--- src/hw/rtl/irpwd_pkg.sv ---
`timescale 1ns / 1ps

package irpwd_pkg;

  // default packet length in bits
  localparam int unsigned PacketBitsDefault = 12;

  // payload widths
  localparam int unsigned WidthW    = 8;
  localparam int unsigned CodeW     = 12;
  localparam int unsigned LedW      = 8;
  localparam int unsigned HeaderW   = 3;
  localparam int unsigned KeyW      = 6;
  localparam int unsigned CfgIndexW = 2;
  localparam int unsigned CfgDataW  = 8;

  // configuration register indexes
  localparam logic [CfgIndexW-1:0] CfgBitThreshold = 2'd0;
  localparam logic [CfgIndexW-1:0] CfgHeaderCode   = 2'd1;

  // register reset values
  localparam logic [WidthW-1:0]  ThresholdReset = 8'd71;
  localparam logic [HeaderW-1:0] HeaderReset    = 3'b101;

  // packet field positions
  localparam int unsigned HeaderLsb = 9;
  localparam int unsigned FlagHBit  = 8;
  localparam int unsigned FlagS1Bit = 7;

  // key codes
  localparam logic [KeyW-1:0] KeyLedA = 6'b001000;
  localparam logic [KeyW-1:0] KeyLedB = 6'b010000;
  localparam logic [KeyW-1:0] KeyLedC = 6'b100000;

  // active-low led port values
  localparam logic [LedW-1:0] LedOff    = 8'hFF;
  localparam logic [LedW-1:0] LedA      = ~8'h08;
  localparam logic [LedW-1:0] LedB      = ~8'h04;
  localparam logic [LedW-1:0] LedC      = ~8'h01;
  localparam logic [LedW-1:0] LedOtherS = ~8'h09;
  localparam logic [LedW-1:0] LedOtherH = ~8'h06;

endpackage

--- src/hw/rtl/irpwd_if.sv ---
`timescale 1ns / 1ps

// pulse width input channel
interface irpwd_in_if
  import irpwd_pkg::*;
();
  logic              valid;
  logic              ready;
  logic [WidthW-1:0] pulse_width;

  modport source (output valid, output pulse_width, input ready);
  modport sink   (input valid, input pulse_width, output ready);
endinterface

// decoded result channel
interface irpwd_out_if
  import irpwd_pkg::*;
();
  logic             valid;
  logic             ready;
  logic [CodeW-1:0] packet_code;
  logic             packets_match;
  logic             header_ok;
  logic             led_update;
  logic [LedW-1:0]  led_value;

  modport source (output valid, output packet_code, output packets_match,
                  output header_ok, output led_update, output led_value,
                  input ready);
  modport sink   (input valid, input packet_code, input packets_match,
                  input header_ok, input led_update, input led_value,
                  output ready);
endinterface

// configuration write channel
interface irpwd_cfg_if
  import irpwd_pkg::*;
();
  logic                 valid;
  logic                 ready;
  logic [CfgIndexW-1:0] index;
  logic [CfgDataW-1:0]  data;

  modport source (output valid, output index, output data, input ready);
  modport sink   (input valid, input index, input data, output ready);
endinterface

--- src/hw/rtl/ir_pulse_width_command_decoder_unit.sv ---
`timescale 1ns / 1ps

// infrared pulse width command decoder
//
// in_i carries one measured pulse width per transaction. a width above the
// bit threshold is a one bit; bits fill a packet msb first, and two packets
// make a pair. on the transaction that completes the second packet, one
// result is placed on out_o: the first packet, whether both packets match,
// whether the header equals the configured code, and the active-low led port
// value with a flag telling whether it was written.
// throughput is one pulse per cycle while in_i.ready is high, set by the
// single insert and decode stage. a result is valid in the cycle after its
// completing transaction. the result register frees the input side: while a
// result waits on a stalled receiver, pulses are still taken, and in_i.ready
// drops only for a pulse that would complete the next pair.
// cfg_i is always ready; index 0 is the bit threshold, index 1 the header
// code, other indexes are ignored.
// reset restores threshold 71, header code 5, empty packets, led port all off
// and an empty result register.
module ir_pulse_width_command_decoder_unit
  import irpwd_pkg::*;
#(
  parameter int unsigned PacketBits = PacketBitsDefault
) (
  input  logic           clk_i,
  input  logic           rst_ni,
  irpwd_cfg_if.sink      cfg_i,
  irpwd_in_if.sink       in_i,
  irpwd_out_if.source    out_o
);

  localparam int unsigned PosW = (PacketBits > 1) ? $clog2(PacketBits) : 1;
  localparam int unsigned ExtW = (PacketBits > CodeW) ? PacketBits : CodeW;
  localparam logic [PosW-1:0] PosTop = PosW'(PacketBits - 1);

  logic [WidthW-1:0]     threshold_q;
  logic [HeaderW-1:0]    header_q;
  logic [PosW-1:0]       pos_q, pos_d;
  logic                  pair_q, pair_d;
  logic [PacketBits-1:0] first_q, first_d, second_q, second_d;
  logic [PacketBits-1:0] first_ins, second_ins;
  logic [LedW-1:0]       led_q, led_d;

  logic                  out_valid_q;
  logic [CodeW-1:0]      code_q;
  logic                  match_q, hok_q, upd_q;

  logic                  accept, completes, load, one_bit;
  logic [ExtW-1:0]       first_ext;
  logic [CodeW-1:0]      pkt;
  logic                  match, hok, upd, flag_s, flag_h;
  logic [KeyW-1:0]       key;

  // key to led lookup with fallback value
  function automatic logic [LedW-1:0] key_led(logic [KeyW-1:0] k,
                                               logic [LedW-1:0] other);
    logic [LedW-1:0] r;
    case (k)
      KeyLedA: r = LedA;
      KeyLedB: r = LedB;
      KeyLedC: r = LedC;
      default: r = other;
    endcase
    return r;
  endfunction

  // configuration writes
  assign cfg_i.ready = 1'b1;

  always_ff @(posedge clk_i or negedge rst_ni) begin
    if (!rst_ni) begin
      threshold_q <= ThresholdReset;
      header_q    <= HeaderReset;
    end else if (cfg_i.valid) begin
      case (cfg_i.index)
        CfgBitThreshold: threshold_q <= cfg_i.data[WidthW-1:0];
        CfgHeaderCode:   header_q    <= cfg_i.data[HeaderW-1:0];
        default: ;
      endcase
    end
  end

  // input handshake: stall only a pair-completing pulse behind a full, stalled output
  assign completes = (pos_q == '0) && pair_q;
  assign in_i.ready = !(completes && out_valid_q && !out_o.ready);
  assign accept = in_i.valid && in_i.ready;
  assign load = accept && completes;

  // bit insert
  assign one_bit = in_i.pulse_width > threshold_q;

  always_comb begin
    first_ins  = first_q;
    second_ins = second_q;
    if (one_bit) begin
      if (!pair_q) first_ins[pos_q]  = 1'b1;
      else         second_ins[pos_q] = 1'b1;
    end
  end

  // pair check and led decode on the completed packets
  assign first_ext = ExtW'(first_ins);
  assign pkt       = first_ext[CodeW-1:0];
  assign match     = first_ins == second_ins;
  assign hok       = pkt[HeaderLsb +: HeaderW] == header_q;
  assign key       = pkt[KeyW-1:0];
  assign flag_s    = pkt[FlagS1Bit];
  assign flag_h    = pkt[FlagHBit];
  assign upd       = match && hok && (flag_s || flag_h);

  always_comb begin
    led_d = led_q;
    if (match && hok) begin
      if (flag_h)      led_d = key_led(key, LedOtherH);
      else if (flag_s) led_d = key_led(key, LedOtherS);
    end
  end

  // packet assembly state
  always_comb begin
    pos_d    = pos_q;
    pair_d   = pair_q;
    first_d  = first_q;
    second_d = second_q;
    if (accept) begin
      first_d  = first_ins;
      second_d = second_ins;
      if (pos_q != '0) begin
        pos_d = pos_q - 1'b1;
      end else begin
        pos_d  = PosTop;
        pair_d = !pair_q;
        if (pair_q) begin
          first_d  = '0;
          second_d = '0;
        end
      end
    end
  end

  always_ff @(posedge clk_i or negedge rst_ni) begin
    if (!rst_ni) begin
      pos_q    <= PosTop;
      pair_q   <= 1'b0;
      first_q  <= '0;
      second_q <= '0;
      led_q    <= LedOff;
    end else begin
      pos_q    <= pos_d;
      pair_q   <= pair_d;
      first_q  <= first_d;
      second_q <= second_d;
      if (load) led_q <= led_d;
    end
  end

  // result register
  always_ff @(posedge clk_i or negedge rst_ni) begin
    if (!rst_ni) begin
      out_valid_q <= 1'b0;
    end else if (load) begin
      out_valid_q <= 1'b1;
    end else if (out_o.ready) begin
      out_valid_q <= 1'b0;
    end
  end

  always_ff @(posedge clk_i) begin
    if (load) begin
      code_q  <= pkt;
      match_q <= match;
      hok_q   <= hok;
      upd_q   <= upd;
    end
  end

  assign out_o.valid         = out_valid_q;
  assign out_o.packet_code   = code_q;
  assign out_o.packets_match = match_q;
  assign out_o.header_ok     = hok_q;
  assign out_o.led_update    = upd_q;
  assign out_o.led_value     = led_q;

endmodule

--- src/flat_wrapper.sv ---
// flat-port wrapper written by rule: the top's interface ports become plain ports
module ir_pulse_width_command_decoder_unit_flat import irpwd_pkg::*;
#(
  parameter int unsigned PacketBits = PacketBitsDefault
)
  (clk_i, rst_ni, cfg_i_valid, cfg_i_index, cfg_i_data, cfg_i_ready, in_i_valid, in_i_pulse_width, in_i_ready, out_o_valid, out_o_packet_code, out_o_packets_match, out_o_header_ok, out_o_led_update, out_o_led_value, out_o_ready);
  irpwd_cfg_if cfg_i_i ();
  irpwd_in_if in_i_i ();
  irpwd_out_if out_o_i ();
  input  logic clk_i;
  input  logic rst_ni;
  input wire logic [$bits(cfg_i_i.valid)-1:0] cfg_i_valid;
  input wire logic [$bits(cfg_i_i.index)-1:0] cfg_i_index;
  input wire logic [$bits(cfg_i_i.data)-1:0] cfg_i_data;
  output wire logic [$bits(cfg_i_i.ready)-1:0] cfg_i_ready;
  input wire logic [$bits(in_i_i.valid)-1:0] in_i_valid;
  input wire logic [$bits(in_i_i.pulse_width)-1:0] in_i_pulse_width;
  output wire logic [$bits(in_i_i.ready)-1:0] in_i_ready;
  output wire logic [$bits(out_o_i.valid)-1:0] out_o_valid;
  output wire logic [$bits(out_o_i.packet_code)-1:0] out_o_packet_code;
  output wire logic [$bits(out_o_i.packets_match)-1:0] out_o_packets_match;
  output wire logic [$bits(out_o_i.header_ok)-1:0] out_o_header_ok;
  output wire logic [$bits(out_o_i.led_update)-1:0] out_o_led_update;
  output wire logic [$bits(out_o_i.led_value)-1:0] out_o_led_value;
  input wire logic [$bits(out_o_i.ready)-1:0] out_o_ready;
  assign cfg_i_i.valid = cfg_i_valid;
  assign cfg_i_i.index = cfg_i_index;
  assign cfg_i_i.data = cfg_i_data;
  assign cfg_i_ready = cfg_i_i.ready;
  assign in_i_i.valid = in_i_valid;
  assign in_i_i.pulse_width = in_i_pulse_width;
  assign in_i_ready = in_i_i.ready;
  assign out_o_valid = out_o_i.valid;
  assign out_o_packet_code = out_o_i.packet_code;
  assign out_o_packets_match = out_o_i.packets_match;
  assign out_o_header_ok = out_o_i.header_ok;
  assign out_o_led_update = out_o_i.led_update;
  assign out_o_led_value = out_o_i.led_value;
  assign out_o_i.ready = out_o_ready;
  ir_pulse_width_command_decoder_unit #(.PacketBits(PacketBits)) u_core (.clk_i(clk_i), .rst_ni(rst_ni), .cfg_i(cfg_i_i), .in_i(in_i_i), .out_o(out_o_i));
endmodule
--- config.mk ---
export PLATFORM = sky130hd
export DESIGN_NAME = ir_pulse_width_command_decoder_unit_flat
export DESIGN_NICKNAME = d
export VERILOG_FILES = /design/src/hw/rtl/irpwd_pkg.sv /design/src/hw/rtl/irpwd_if.sv /design/src/hw/rtl/ir_pulse_width_command_decoder_unit.sv /design/src/flat_wrapper.sv
export SDC_FILE = /design/constraint.sdc
export NUM_CORES = 1
export LEC_CHECK = 0
export ABC_AREA = 1
export ABC_CLOCK_PERIOD_IN_PS = 6000
export BUFFER_PORTS_ARGS = -buffer_cell sky130_fd_sc_hd__buf_2
export CAP_MARGIN = 20
export CORE_MARGIN = 4
export CORE_UTILIZATION = 63
export CTS_CLUSTER_SIZE = 12
export DETAILED_ROUTE_END_ITERATION = 8
export GPL_TIMING_DRIVEN = 0
export PLACE_DENSITY = 0.87
export SYNTH_ARGS = -nofsm -noshare
export SYNTH_HDL_FRONTEND = slang
export SYNTH_SLANG_ARGS = --single-unit
--- constraint.sdc ---
create_clock -name clk_i -period 6 [get_ports clk_i]
set_clock_uncertainty 0.1 [all_clocks]
set_input_delay 0.3 -clock clk_i [delete_from_list [all_inputs] [get_ports clk_i]]
set_output_delay 0.3 -clock clk_i [all_outputs]
set_load 0.02 [all_outputs]
==> summary.md <==
| Metric | Value |
|---|---|
| Outcome | `finished, final reports clean` |
| Post-route DRC | `0` |
| Worst vdd ir | `0.231 mV` |
| Largest net degree at the start of global routing | `46` |
| Die area | `7170 um^2` |
| Final Instance Area | `4260 um^2` |
| Crit-path max FO | `24` |
| Worst Max-Slew Pin Slew | `0.714 ns` |
| Mean Syn Cell Area | `7.39 um^2` |
| Routed vias | `3610` |
| Final Setup Violations | `0` |
| IO Port Bufs | `43` |
| Worst path bufs/invs | `4` |
| Crit-path slowest cell | `buf_2` |
| Number of global-route vias before repair | `3608` |
| Worst Hold Path EP | `u_core.threshold_q[1]$_DFFE_PN1P_` |
| Relative slew slack | `0.524` |
| N_diodes | `0` |
| Reg-to-reg endpoint | `u_core.out_o.packet_code[11]$_DFFE_PP_` |
| Crit. Startpoint | `u_core.pos_q[0]$_DFFE_PN1P_` |
| Die height | `84.7 um` |
| Initial antenna violation count | `0` |
| Grt total ovfl | `0` |
| Pint | `1.06 mW` |
| Clock power share | `0.205` |
| Row cnt | `27` |
| GRT Total Usage | `0.282` |
| Crit start category | `flop` |
| Gate power share | `0.477` |
| RSZ-0062 raised after global routing | `no` |
| Commonest cells after routing, fill and taps aside | `nand2_1 (141), inv_1 (68), nor2_1 (55)` |
| Final HPWL DP | `6650 um` |
| CP Class | `reg -> reg` |
| TritonCTS Buffers | `9` |
| I/O pin count | `49` |
| Clock Sink Count | `60` |
| Final hold vios | `0` |
| Levels on crit path | `10` |
| Initial core utilization | `0.660` |
| DR pass1 iterations | `6` |
| Final TNS setup | `0 ns` |
| Most used cell, CP | `nor2_2` |
| Sequential-to-total area share from yosys stat | `0.430` |
| Root Driver | `clkbuf_8` |
| Final Cycle Share | `0.510` |
| Clk Latency, worst-skew pair | `0.35 ns` |
| Maxcap violations | `0` |
| Layout cell share with drive strength beyond 1 | `0.196` |
| Routed WL | `9690 um` |
| R2R Path Start | `u_core.pos_q[0]$_DFFE_PN1P_` |
| Power Density | `448 nW/um^2` |
| First-pass GRT wire length | `16000 um` |
| Clock-pin slew on the worst setup and hold paths | `0.07 ns` |
| WP data required | `5.88 ns` |
| Top Family by Delay on Critical Path | `buffers and inverters` |
| YS warnings | `0` |
| F_max | `327 MHz` |
| Crit path DAT | `2.94 ns` |
| Flop pwr share | `0.318` |
| Commonest non-fill, non-tap cell in the layout | `nand2_1` |
| Longest Clk Path Bufs | `2` |
| Reg2Reg Depth | `10` |
| Die Wd | `84.7 um` |
| Max stage delay on crit path | `0.61 ns` |
| Hold path depth | `3` |
| H-tree depth | `3` |
| Period minus WS final | `3.06 ns` |
| Switching Share | `0.446` |
| Sw power | `0.852 mW` |
| R2R setup slack | `2.94 ns` |
| Slew Limit Fails | `0` |
| Hold slack | `0.0957 ns` |
| Hold Path Class | `in -> reg` |
| Starting DRT DRC Count | `366` |
| DP Area | `4020 um^2` |
| Yosys cell types | `31` |
| Layout area overhead | `15.0%` |
| Post-DR vias/cell | `5.66` |
| Total power | `1.91 mW` |
| #FFs+latches synth | `60` |
| Mapped Cells | `501` |
| Post-route ant nets | `0` |
| WL/cell | `15.2 um` |
| Fill cells | `450` |
| Crit path capture type | `flop` |
| Gpl congestion | `0.928` |
| Final #Nets | `596` |
| Hold path start | `cfg_i_data[1]` |
| Cell chain of the critical path | `inv_1 -> ha_1 -> inv_1 -> nor2_2 -> inv_2 -> nor2_2 -> nand3_1 -> nand2_2 -> nor2_2 -> buf_2` |
| CTS tree | `yes` |
| Core Area | `5610 um^2` |
| Cell leakage power | `2.20 nW` |
| Cell Area, Synth | `3700 um^2` |
==> metal layers <==
layer | wire [um] | global-route usage | vias to the layer above
met2 | 4500 | 0.448 | 202
li1 | - | - | 1707
met4 | 543 | 0.209 | 0
met1 | 3860 | 0.332 | 1634
met3 | 778 | 0.0628 | 67
met5 | 0 | 0 | -
==> worst max-delay path by stage <==
stage	endpoint	slack [ns]
2_1_floorplan	u_core.out_o.header_ok$_DFFE_PP_	3.44
3_3_place_gp	u_core.out_o.packet_code[10]$_DFFE_PP_	3.05
3_5_place_dp	u_core.out_o.packet_code[10]$_DFFE_PP_	3.01
4_1_cts	u_core.out_o.packet_code[11]$_DFFE_PP_	2.98
5_1_grt	u_core.out_o.packet_code[10]$_DFFE_PP_	2.79
6_report	u_core.out_o.packet_code[11]$_DFFE_PP_	2.94
==> synthesized netlist by cell type <==
master,n,share of area
a21oi_1,25,0.034
a211oi_1,11,0.022
o21ai_1,1,0.0014
inv_2,8,0.0081
o31ai_1,1,0.0020
nor2_1,55,0.056
inv_1,68,0.069
nand2_1,141,0.14
nor3_1,1,0.0014
dfrtp_1,32,0.22
xor2_1,3,0.0071
nand3_2,2,0.0054
nor2_4,1,0.0030
a21o_1,1,0.0020
dfstp_2,13,0.092
buf_4,7,0.014
a31oi_2,1,0.0034
nand3b_1,1,0.0020
clkbuf_1,6,0.0061
ha_1,12,0.041
o21ai_0,13,0.018
edfxtp_1,15,0.12
buf_2,3,0.0041
buf_6,6,0.018
nor2_2,5,0.0084
nand2_2,6,0.010
nand4_2,1,0.0034
conb_1,1,0.0010
o22ai_1,10,0.017
nand3_1,50,0.068
xnor2_1,1,0.0024
==> area by class of cell <==
type / instances / area, um^2 / share of cell area
multi-input combinational: 347 / 1680 / 0.395
sequential: 60 / 1590 / 0.374
inverter: 76 / 285 / 0.0670
timing repair buffer: 45 / 245 / 0.0576
buffer: 22 / 158 / 0.0370
clock buffer: 10 / 128 / 0.0300
tap: 72 / 90.1 / 0.0211
clock inverter: 6 / 78.8 / 0.0185
==> kinds of logic after synthesis <==
group	share of synthesized area
adder cells (fa/ha/maj)	0.0405
AND/OR/NAND/NOR	0.300
XOR/XNOR	0.00946
other	0.00101
flip-flops	0.430
buffers and inverters	0.120
AO/OA/AOI/OAI	0.0993
==> stage by stage <==
step / util / instances / setup WS, ns
floorplan: - / 505 / 3.44
global placement: 0.718 / 620 / 3.05
detailed placement: 0.718 / 620 / 3.01
CTS: 0.754 / 636 / 2.98
global route: 0.760 / 638 / 2.79
finish: 0.760 / 638 / 2.94
==> power by group through the flow <==
stage               logic, mW  clock network (mW)  registers, mW
finish                  0.911               0.391          0.608
global route             1.03               0.416          0.618
CTS                     0.886               0.394          0.606
detailed placement      0.879                   0          0.612
global placement        0.846                   0          0.607
floorplan               0.652                   0          0.615
==> sequential cells by signal, summed over array words and instances (netlist names) <==
signal and cells:
u_core.out_o.header_ok 1, u_core.out_o.valid 1, u_core.header_q 3, u_core.out_o.packet_code 12
u_core.out_o.led_value 4, u_core.second_q 12, u_core.out_o.packets_match 1, u_core.out_o.led_update 1
u_core.first_q 12, u_core.pos_q 4, u_core.threshold_q 8, u_core.pair_q 1
==> tightest hold or removal path: cells and delay by family <==
family / cells / cell delay [ns]
compound gates: 1 / 0.08
buf+inv: 2 / 0.16
==> timing repair <==
item | CTS | global route
gates resized for setup | 0 | 0
setup buffers | 0 | 0
hold buffers | 0 | 1
endpoints found under the hold margin | 0 | 10
endpoints found under the setup margin | 0 | 0
(Power assumes the default switching activity.)
